--- config.mk ---
export PLATFORM = sky130hd
export DESIGN_NAME = i2c_eeprom_master_sequencer
export DESIGN_NICKNAME = d
export VERILOG_FILES = /design/src/hw/rtl/i2cees_pkg.sv /design/src/hw/rtl/i2cees_step.sv /design/src/hw/rtl/i2c_eeprom_master_sequencer.sv
export SDC_FILE = /design/constraint.sdc
export NUM_CORES = 1
export LEC_CHECK = 0
export BUFFER_PORTS_ARGS = -buffer_cell sky130_fd_sc_hd__buf_2
export CAP_MARGIN = 30
export CORE_UTILIZATION = 59
export DETAILED_ROUTE_END_ITERATION = 8
export PLACE_DENSITY_LB_ADDON = 0.25
export SYNTH_ARGS = -nofsm -noshare
export SYNTH_HDL_FRONTEND = slang
export SYNTH_SLANG_ARGS = --single-unit
--- constraint.sdc ---
create_clock -name clk_i -period 4.1 [get_ports clk_i]
set_clock_uncertainty 0.05 [all_clocks]
set_input_delay 0.615 -clock clk_i [delete_from_list [all_inputs] [get_ports clk_i]]
set_output_delay 0.615 -clock clk_i [all_outputs]
set_load 0.02 [all_outputs]
--- src/hw/rtl/i2cees_pkg.sv ---
package i2cees_pkg;

  localparam int unsigned WriteDepth = 16;
  localparam int unsigned ReadDepth  = 16;
  localparam int unsigned SlotW      = $clog2(WriteDepth);
  localparam int unsigned CountW     = $clog2(WriteDepth + 1);
  localparam int unsigned RdCountW   = $clog2(ReadDepth + 1);
  localparam int unsigned RxIndexW   = 4;

  // Request function codes
  localparam logic [1:0] FuncLoad   = 2'd0;
  localparam logic [1:0] FuncBegin  = 2'd1;
  localparam logic [1:0] FuncStatus = 2'd2;

  // Configuration register indexes
  localparam logic [1:0] CfgDevAddr = 2'd0;
  localparam logic [1:0] CfgReadLen = 2'd1;

  // Bus engine status codes
  localparam logic [7:0] StStart      = 8'h08;
  localparam logic [7:0] StRepStart   = 8'h10;
  localparam logic [7:0] StAddrWAck   = 8'h18;
  localparam logic [7:0] StAddrWNack  = 8'h20;
  localparam logic [7:0] StDataWAck   = 8'h28;
  localparam logic [7:0] StDataWNack  = 8'h30;
  localparam logic [7:0] StAddrRAck   = 8'h40;
  localparam logic [7:0] StAddrRNack  = 8'h48;
  localparam logic [7:0] StDataRAck   = 8'h50;
  localparam logic [7:0] StDataRNack  = 8'h58;

  // Reported phase codes
  localparam logic [2:0] PhCodeIdle     = 3'd0;
  localparam logic [2:0] PhCodeAddr     = 3'd1;
  localparam logic [2:0] PhCodeWordHi   = 3'd2;
  localparam logic [2:0] PhCodeWordLo   = 3'd3;
  localparam logic [2:0] PhCodeRepStart = 3'd4;
  localparam logic [2:0] PhCodeRestart  = 3'd5;
  localparam logic [2:0] PhCodeData     = 3'd6;
  localparam logic [2:0] PhCodeDone     = 3'd7;

  typedef enum logic [7:0] {
    PhIdle     = 8'b0000_0001,
    PhAddr     = 8'b0000_0010,
    PhWordHi   = 8'b0000_0100,
    PhWordLo   = 8'b0000_1000,
    PhRepStart = 8'b0001_0000,
    PhRestart  = 8'b0010_0000,
    PhData     = 8'b0100_0000,
    PhDone     = 8'b1000_0000
  } phase_e;

  typedef enum logic [2:0] {
    ModeIdle  = 3'b001,
    ModeWrite = 3'b010,
    ModeRead  = 3'b100
  } mode_e;

  typedef struct packed {
    logic [1:0]  func;
    logic [7:0]  status_code;
    logic [7:0]  rx_byte;
    logic [15:0] word_address;
    logic        is_read;
    logic [4:0]  write_count;
    logic [7:0]  write_byte;
    logic [3:0]  byte_slot;
  } in_t;

  typedef struct packed {
    logic       tx_valid;
    logic [7:0] tx_byte;
    logic       set_start;
    logic       clear_start;
    logic       set_stop;
    logic       ack_set;
    logic       ack_clear;
    logic       rx_valid;
    logic [7:0] rx_data;
    logic [3:0] rx_index;
    logic       done_res;
    logic [2:0] phase;
  } out_t;

  typedef struct packed {
    phase_e              phase;
    mode_e               mode;
    logic [15:0]         word_addr;
    logic [CountW-1:0]   write_total;
    logic [CountW-1:0]   write_index;
    logic [RdCountW-1:0] read_index;
  } seq_state_t;

  typedef struct packed {
    logic [7:0] dev_addr;
    logic [4:0] read_len;
  } cfg_t;

  function automatic logic [2:0] phase_code(phase_e ph);
    logic [2:0] c;
    unique case (ph)
      PhIdle:     c = PhCodeIdle;
      PhAddr:     c = PhCodeAddr;
      PhWordHi:   c = PhCodeWordHi;
      PhWordLo:   c = PhCodeWordLo;
      PhRepStart: c = PhCodeRepStart;
      PhRestart:  c = PhCodeRestart;
      PhData:     c = PhCodeData;
      PhDone:     c = PhCodeDone;
      default:    c = PhCodeIdle;
    endcase
    return c;
  endfunction

endpackage

--- src/hw/rtl/i2cees_step.sv ---
module i2cees_step (
  input  i2cees_pkg::in_t        item_i,
  input  i2cees_pkg::seq_state_t st_i,
  input  i2cees_pkg::cfg_t       cfg_i,
  input  logic [7:0]             buf_rdata_i,
  output i2cees_pkg::seq_state_t st_o,
  output i2cees_pkg::out_t       res_o
);
  import i2cees_pkg::*;

  logic [RdCountW-1:0] rd_idx_sat;
  logic [RdCountW-1:0] rd_idx_inc;

  always_comb begin
    rd_idx_sat = (st_i.read_index >= RdCountW'(ReadDepth)) ?
                 RdCountW'(ReadDepth - 1) : st_i.read_index;
    rd_idx_inc = (st_i.read_index < RdCountW'(ReadDepth)) ?
                 st_i.read_index + RdCountW'(1) : st_i.read_index;
  end

  always_comb begin
    logic data_path;
    data_path = 1'b0;
    st_o  = st_i;
    res_o = '0;

    unique case (item_i.func)
      FuncLoad: ;
      FuncBegin: begin
        st_o.word_addr   = item_i.word_address;
        st_o.mode        = item_i.is_read ? ModeRead : ModeWrite;
        st_o.write_total = (item_i.write_count > 5'(WriteDepth)) ?
                           CountW'(WriteDepth) : CountW'(item_i.write_count);
        st_o.phase       = PhIdle;
        res_o.set_start  = 1'b1;
      end
      FuncStatus: begin
        unique case (item_i.status_code)
          StStart: begin
            st_o.write_index  = '0;
            res_o.tx_valid    = 1'b1;
            res_o.tx_byte     = cfg_i.dev_addr;
            res_o.clear_start = 1'b1;
            st_o.phase        = PhAddr;
          end
          StRepStart: begin
            st_o.read_index   = '0;
            res_o.tx_valid    = 1'b1;
            res_o.tx_byte     = cfg_i.dev_addr | 8'h01;
            res_o.clear_start = 1'b1;
            st_o.phase        = PhRestart;
          end
          StAddrWAck: begin
            if (st_i.phase == PhAddr) begin
              res_o.tx_valid = 1'b1;
              res_o.tx_byte  = st_i.word_addr[15:8];
              st_o.phase     = PhWordHi;
            end
          end
          StDataWAck: begin
            priority if (st_i.phase == PhWordHi) begin
              res_o.tx_valid = 1'b1;
              res_o.tx_byte  = st_i.word_addr[7:0];
              st_o.phase     = PhWordLo;
            end else if (st_i.mode == ModeRead) begin
              res_o.set_start = 1'b1;
              st_o.phase      = PhRepStart;
            end else begin
              data_path = 1'b1;
            end
          end
          StDataWNack: data_path = 1'b1;
          StAddrRAck: begin
            if (cfg_i.read_len == 5'd1) res_o.ack_clear = 1'b1;
            else res_o.ack_set = 1'b1;
          end
          StDataRAck: begin
            res_o.rx_valid  = 1'b1;
            res_o.rx_data   = item_i.rx_byte;
            res_o.rx_index  = rd_idx_sat[RxIndexW-1:0];
            st_o.read_index = rd_idx_inc;
            if (RdCountW'(rd_idx_inc) < RdCountW'(cfg_i.read_len)) begin
              res_o.ack_set = 1'b1;
              st_o.phase    = PhData;
            end else begin
              res_o.ack_clear = 1'b1;
              res_o.done_res  = 1'b1;
              st_o.phase      = PhDone;
            end
          end
          StDataRNack: begin
            res_o.rx_valid  = 1'b1;
            res_o.rx_data   = item_i.rx_byte;
            res_o.rx_index  = rd_idx_sat[RxIndexW-1:0];
            st_o.read_index = rd_idx_inc;
            res_o.set_stop  = 1'b1;
            res_o.done_res  = 1'b1;
            st_o.phase      = PhDone;
          end
          StAddrWNack, StAddrRNack: begin
            res_o.done_res = 1'b1;
            st_o.phase     = PhDone;
          end
          default: ;
        endcase
      end
      default: ;
    endcase

    // Next buffered byte, else repeated start for a read, else stop
    if (data_path) begin
      priority if (st_i.write_index < st_i.write_total) begin
        res_o.tx_valid   = 1'b1;
        res_o.tx_byte    = buf_rdata_i;
        st_o.write_index = st_i.write_index + CountW'(1);
        st_o.phase       = PhData;
      end else if (cfg_i.read_len != 5'd0) begin
        res_o.set_start = 1'b1;
        st_o.phase      = PhRepStart;
      end else begin
        res_o.set_stop = 1'b1;
        res_o.done_res = 1'b1;
        st_o.phase     = PhDone;
      end
    end

    res_o.phase = phase_code(st_o.phase);
  end

endmodule

--- src/hw/rtl/i2c_eeprom_master_sequencer.sv ---
// Master-side sequencer for a random read or write of a serial EEPROM with a
// 16-bit word address, driven by the status codes of an I2C byte engine.
// Load write data with load requests, issue a begin request, then pass each
// engine status code in as a status request; every request yields exactly one
// result carrying the byte to send, start/stop/acknowledge controls, any
// received byte and the new phase. A request is taken every clock cycle while
// the output register is empty or being read out, and its result enters that
// register in the next cycle through the single decode stage before it.
// Configuration writes are taken at any time, but must only be issued while
// no request is in flight.
module i2c_eeprom_master_sequencer (
  input  logic              clk_i,
  input  logic              rst_ni,
  input  logic              in_valid_i,
  output logic              in_ready_o,
  input  i2cees_pkg::in_t   in_i,
  output logic              out_valid_o,
  input  logic              out_ready_i,
  output i2cees_pkg::out_t  out_o,
  input  logic              cfg_valid_i,
  output logic              cfg_ready_o,
  input  logic [1:0]        cfg_index_i,
  input  logic [7:0]        cfg_data_i
);
  import i2cees_pkg::*;

  seq_state_t st_q, st_d;
  cfg_t       cfg_q;
  out_t       res_d, out_q;
  logic       out_valid_q;
  logic [7:0] wbuf_q [WriteDepth];
  logic       in_fire;

  assign in_ready_o  = !out_valid_q || out_ready_i;
  assign in_fire     = in_valid_i && in_ready_o;
  assign cfg_ready_o = 1'b1;
  assign out_valid_o = out_valid_q;
  assign out_o       = out_q;

  i2cees_step u_step (
    .item_i      (in_i),
    .st_i        (st_q),
    .cfg_i       (cfg_q),
    .buf_rdata_i (wbuf_q[st_q.write_index[SlotW-1:0]]),
    .st_o        (st_d),
    .res_o       (res_d)
  );

  always_ff @(posedge clk_i or negedge rst_ni) begin
    if (!rst_ni) begin
      st_q.phase       <= PhIdle;
      st_q.mode        <= ModeIdle;
      st_q.word_addr   <= '0;
      st_q.write_total <= '0;
      st_q.write_index <= '0;
      st_q.read_index  <= '0;
    end else if (in_fire) begin
      st_q <= st_d;
    end
  end

  always_ff @(posedge clk_i or negedge rst_ni) begin
    if (!rst_ni) begin
      cfg_q.dev_addr <= 8'd160;
      cfg_q.read_len <= '0;
    end else if (cfg_valid_i) begin
      unique case (cfg_index_i)
        CfgDevAddr: cfg_q.dev_addr <= cfg_data_i;
        CfgReadLen: cfg_q.read_len <= cfg_data_i[4:0];
        default: ;
      endcase
    end
  end

  always_ff @(posedge clk_i) begin
    if (in_fire && in_i.func == FuncLoad) begin
      wbuf_q[in_i.byte_slot[SlotW-1:0]] <= in_i.write_byte;
    end
  end

  always_ff @(posedge clk_i or negedge rst_ni) begin
    if (!rst_ni) begin
      out_valid_q <= 1'b0;
    end else if (in_ready_o) begin
      out_valid_q <= in_fire;
    end
  end

  always_ff @(posedge clk_i) begin
    if (in_fire) begin
      out_q <= res_d;
    end
  end

endmodule

After elaboration in Yosys (flattened, before gate mapping)
Memories as Yosys holds them, arrays and structs flattened. Cells that the tools add are included.

Add/subtract/negate cells: 2. $mul: 0. Divide/modulo/power cells: 0. $lt $le $gt $ge: 5. Equal/unequal tests: 24. Shifts and indexed selects: 0. Muxes and demuxes: 53. Bitwise logic cells: 0. Reduce and logical (&&, ||, !) cells: 16.

Operators by type and width (number): $mux 8 (7); $pmux 8 s6 (1); $eq 8x7->1 const B (5); $mux 9 (4); $pmux 9 s4 (1); $eq 8x6->1 const B (4); $mux 5 (5); $eq 8x5->1 const B (3); $mux 1 (22); $pmux 3 s7 (1); $mux 10 (2); $mux 17 (1); $eq 8x2->1 const B (2); $eq 8x3->1 const B (2); $eq 8x4->1 const B (2); $pmux 8 s2 (1); $mux 13 (1); $add 5x1->5 const B (2); $lt 5x5->1 (2); $pmux 5 s2 (1); $eq 8x8->1 const B (1); $reduce_and 2->1 (4); $pmux 1 s2 (3); $eq 5x1->1 const B (1); other kinds (18) (22).

Flip-flop bits (word level): 87. Latch bits: 0. Memory bits (writable): 128. Bits in read-only memories: 0. Bits of input ports: 67. Output and inout port bits: 34. Logic and storage cells: 122. Memories: 1.

Memories: wbuf_q (words 16, bits a word 8, read ports 1, clocked after Yosys merged registers in 0, write ports 1, line i2c_eeprom_master_sequencer.sv:31) `logic [7:0] wbuf_q [WriteDepth];`.

Depth between registers and ports, before layout
Word-level depth: 9. Gate-level depth with buffers: 13. Depth with buffers taken out: 12.

Hierarchy
Synthesis repeated with hierarchy kept, for this count alone.

Cell total of the unflattened synthesis: 669. Area total of the unflattened synthesis: 10000.8 µm².

Modules (own cells, without submodules): i2c_eeprom_master_sequencer (instances 1, cells an instance 379, area each 8027.7 µm², seq. area each 6180.9 µm²); i2cees_step (instances 1, cells an instance 290, area each 1973.1 µm², seq. area each 0.0 µm²).

Worst setup path before layout
OpenSTA, ideal clock, no wires.

Path kind: input to register. Start point: input port out_ready_i. End point: memory wbuf_q[3][0] (enable). Library setup time: 0.383 ns. Arrival: 3.220 ns. Required time: 3.667 ns. Path slack: 0.447 ns. Cell stages on the path: 6. Path buffers: 1. Cell sequence: nand2b_1 -> nand2_1 -> inv_1 -> clkbuf_1 -> nand4_1 -> nor3_1.

Longest elaborated chain between the ends: 5.

RTL lines: start, declared (line i2c_eeprom_master_sequencer.sv:18) `input logic out_ready_i,`; $logic_or 1x1->1 (line i2c_eeprom_master_sequencer.sv:34) `assign in_ready_o = !out_valid_q || out_ready_i;`; $logic_and 1x1->1 (line i2c_eeprom_master_sequencer.sv:35) `assign in_fire = in_valid_i && in_ready_o;`; named net in_fire (line i2c_eeprom_master_sequencer.sv:32) `logic in_fire;`; $logic_and 1x1->1 (line i2c_eeprom_master_sequencer.sv:76) `if (in_fire && in_i.func == FuncLoad) begin`; $mux 1 (line i2c_eeprom_master_sequencer.sv:76); $mux 1 (not written as such) (line i2c_eeprom_master_sequencer.sv:77) `wbuf_q[in_i.byte_slot[SlotW-1:0]] <= in_i.write_byte;`; end, declared (line i2c_eeprom_master_sequencer.sv:31).

The timed path passes the listed nets, and every way through them passes these cells.

==> results.json <==
{
  "status": "finished clean",
  "syn_inst": 623,
  "path_clk_slew_ns": 0.06,
  "yosysWarnings": 0,
  "cp-end-kind": "flip-flop",
  "intPower_mw": 3.82,
  "peakVddDrop_v": 0.000398,
  "synth-edff-count": 159,
  "fillCellCount": 1052,
  "grtUsageTotal_pct": 26.1,
  "drtPass1Iterations": 5,
  "vias": 5908,
  "drt_wl_total_mm": 20.8,
  "grt_pass1_vias": 6042,
  "syn2layout_area_growth_pct": 16.0,
  "grt_pass1_wl_mm": 32.5,
  "worstHoldPathType": "input pin to async pin",
  "total_leakage_power_nw": 4.07,
  "core_sq_mm": 0.0158,
  "rows": 46,
  "post-dp-hpwl_mm": 14.4,
  "power.density_mw_per_mm2": 445,
  "root_buffer": "clkbuf_16",
  "drt-initial-drc-count": 473,
  "synth_cell_types": 68,
  "worst_pin_slew_ns": 0.942,
  "cts_buffers": 22,
  "setup_tns_ns": 0,
  "synth_flop_cell": "edfxtp_1",
  "ys_seq_area_share_pct": 64.9,
  "crit_path_max_fanout": 6,
  "portBuffers": 99,
  "netlist_area_sq_mm": 0.00952,
  "arrival_ns": 3.53,
  "cts_hold_buf": 0,
  "finalHoldViolations": 0,
  "period_needed_ns": 3.23,
  "ant_nets": 0,
  "grt_use_met1_pct": 32.5,
  "use_met3_pct": 3.84,
  "period_share_pct": 78.7,
  "postCtsResizedCells": 0,
  "rsz0062_at_grt": "no",
  "num_io_pins": 101,
  "crit_type": "flip-flop to flip-flop",
  "max_freq_ghz": 0.310,
  "postSynthAreaPerCell_sq_um": 15.3,
  "vias_per_cell": 6.11,
  "worst_setup_path_start_kind": "flip-flop",
  "hold_ws_ns": 0.179,
  "fin_nets": 817,
  "place.gp.congestion": 0.883,
  "htreeDepth": 1,
  "post_cts_buffers": 0,
  "comb_power_share_pct": 7.4,
  "setup_viol": 0,
  "synthArstFlopShare_pct": 26.0,
  "routedWlPerCell_um": 21.5,
  "antennaDiodeCount": 0,
  "max-slew-margin-rel_pct": 37.0,
  "start_util_pct": 60.1,
  "die_w_um": 129,
  "ff_latch_area_sq_mm": 0.00618,
  "busiest_layer": "met2",
  "antenna_found_initial": 0,
  "overflow": 0,
  "worstPathRequired_ns": 4.40,
  "final_common_cell": "edfxtp_1",
  "clkPwrFrac_pct": 41.6,
  "dieHeight_um": 129,
  "slew_viol_final": 0,
  "p_seq_share_pct": 50.9,
  "cts_tree": "yes",
  "final_cell_mix": "edfxtp_1, buf_2, nand2_1, dfrtp_1, mux4_2",
  "die_area_sq_mm": 0.0166,
  "multi_input_area_sq_mm": 0.00313,
  "layout-drive-gt1-share_pct": 32.0,
  "clk_path_buf_depth": 3,
  "clock_latency_ns": 0.53,
  "p_sw_mw": 1.09,
  "drv_cap": 0,
  "synth_seq_cells": 215,
  "grt_max_degree": 57,
  "grt_use_met2_pct": 46.3,
  "p_sw_share_pct": 22.2,
  "drc": 0,
  "synth_nets": 704,
  "clock_sinks": 215
}
==> cell usage after synthesis, types with 4 or more instances <==
cell type  number  area (sq um)
dfstp_2         4           105
a21oi_1        11          55.1
and2_1         11          68.8
mux4_2         40           901
mux2i_1         6          60.1
inv_1          19          71.3
a222oi_1        6          60.1
nor2_1         24          90.1
buf_2           8          40.0
edfxtp_1      159          4770
o21ai_1         6          30.0
nand3_1        19          95.1
nor3_1         11          55.1
xnor2_1         6          52.6
clkbuf_1       14          52.6
nand2b_1       13          81.3
dfrtp_1        52          1300
a22o_1          4          35.0
o21ai_0        25           125
a31oi_1         7          43.8
ha_1           14           175
a211oi_1        5          37.5
mux2_2         33           372
nand2_1        54           203
o211ai_1        4          30.0
==> cell type report <==
cell class | count | share of cell area, %
Clock buffer | 29 | 5.42
Clock inverter | 10 | 1.34
Inverter | 20 | 0.680
Multi-Input combinational cell | 361 | 28.4
Sequential cell | 215 | 56.0
Tap cell | 216 | 2.45
Timing Repair Buffer | 116 | 5.76
==> path summary, 6_finish.rpt <==
check / from / end / slack (ns) / cells after the start
setup / recovery: st_q[0] / out_o[0] / 0.87 / 11
hold / removal: rst_ni / st_q[4] / 0.18 / 2
setup reg to reg: st_q[0] / out_o[0] / 0.87 / 11
hold reg to reg: st_q[10] / st_q[10] / 0.44 / 2
max in group asynchronous: rst_ni / st_q[5] / 3.28 / 2
min in group clk_i: in_i[17] / st_q[32] / 0.27 / 2
==> logic make-up after synthesis <==
kind of cell,count (synthesis),share of synthesized area (%)
flip-flops,215,64.9
AND/OR/NAND/NOR,173,10.2
AO/OA/AOI/OAI,87,6.18
multiplexers,79,14.0
buffers and inverters,47,2.16
adder cells (fa/ha/maj),14,1.84
XOR/XNOR,7,0.644
other,1,0.0394
==> layer usage <==
layer / up-vias / part of all wire, % / routed length, um
li1: 2647 / - / -
met1: 2981 / 38 / 7970
met2: 232 / 53 / 11000
met3: 48 / 5.8 / 1210
met4: 0 / 2.7 / 563
met5: - / 0 / 0
==> state kept, by name, indices dropped and copies added (netlist names) <==
register     cells
cfg_q           13
out_o           31
st_q            42
out_valid_o      1
wbuf_q         128
==> power by group through the flow <==
stage | registers, mW | logic (mW) | clock network [mW]
after detailed placement | 2.54 | 0.364 | 0
after CTS | 2.50 | 0.367 | 2.07
after global routing | 2.51 | 0.401 | 2.15
after floorplan | 2.54 | 0.209 | 0
after global placement | 2.54 | 0.350 | 0
final | 2.50 | 0.365 | 2.05
==> per-stage QoR <==
step | area (sq um) | power [mW] | setup WS, ns | std cells | utilization, %
floorplan | 9520 | 2.75 | 0.447 | 623 | -
global placement | 10300 | 2.89 | 0.847 | 928 | 65.1
detailed placement | 10300 | 2.91 | 0.769 | 928 | 65.1
CTS | 11000 | 4.94 | 0.887 | 967 | 69.8
global route | 11000 | 5.06 | 0.627 | 967 | 69.8
finish | 11000 | 4.91 | 0.874 | 967 | 69.8
==> critical path, cell delays in order, from the launching register on <==
cell and delay (ns):
dfrtp_1 0.41, ha_1 0.29, mux2_2 0.28, ha_1 0.28, o211ai_1 0.09, o21ai_0 0.41
a211oi_1 0.17, nor3_2 0.40, nand2_1 0.14, and3b_1 0.23, and4_1 0.20, o2bb2ai_1 0.12
(Power assumes the default switching activity.)
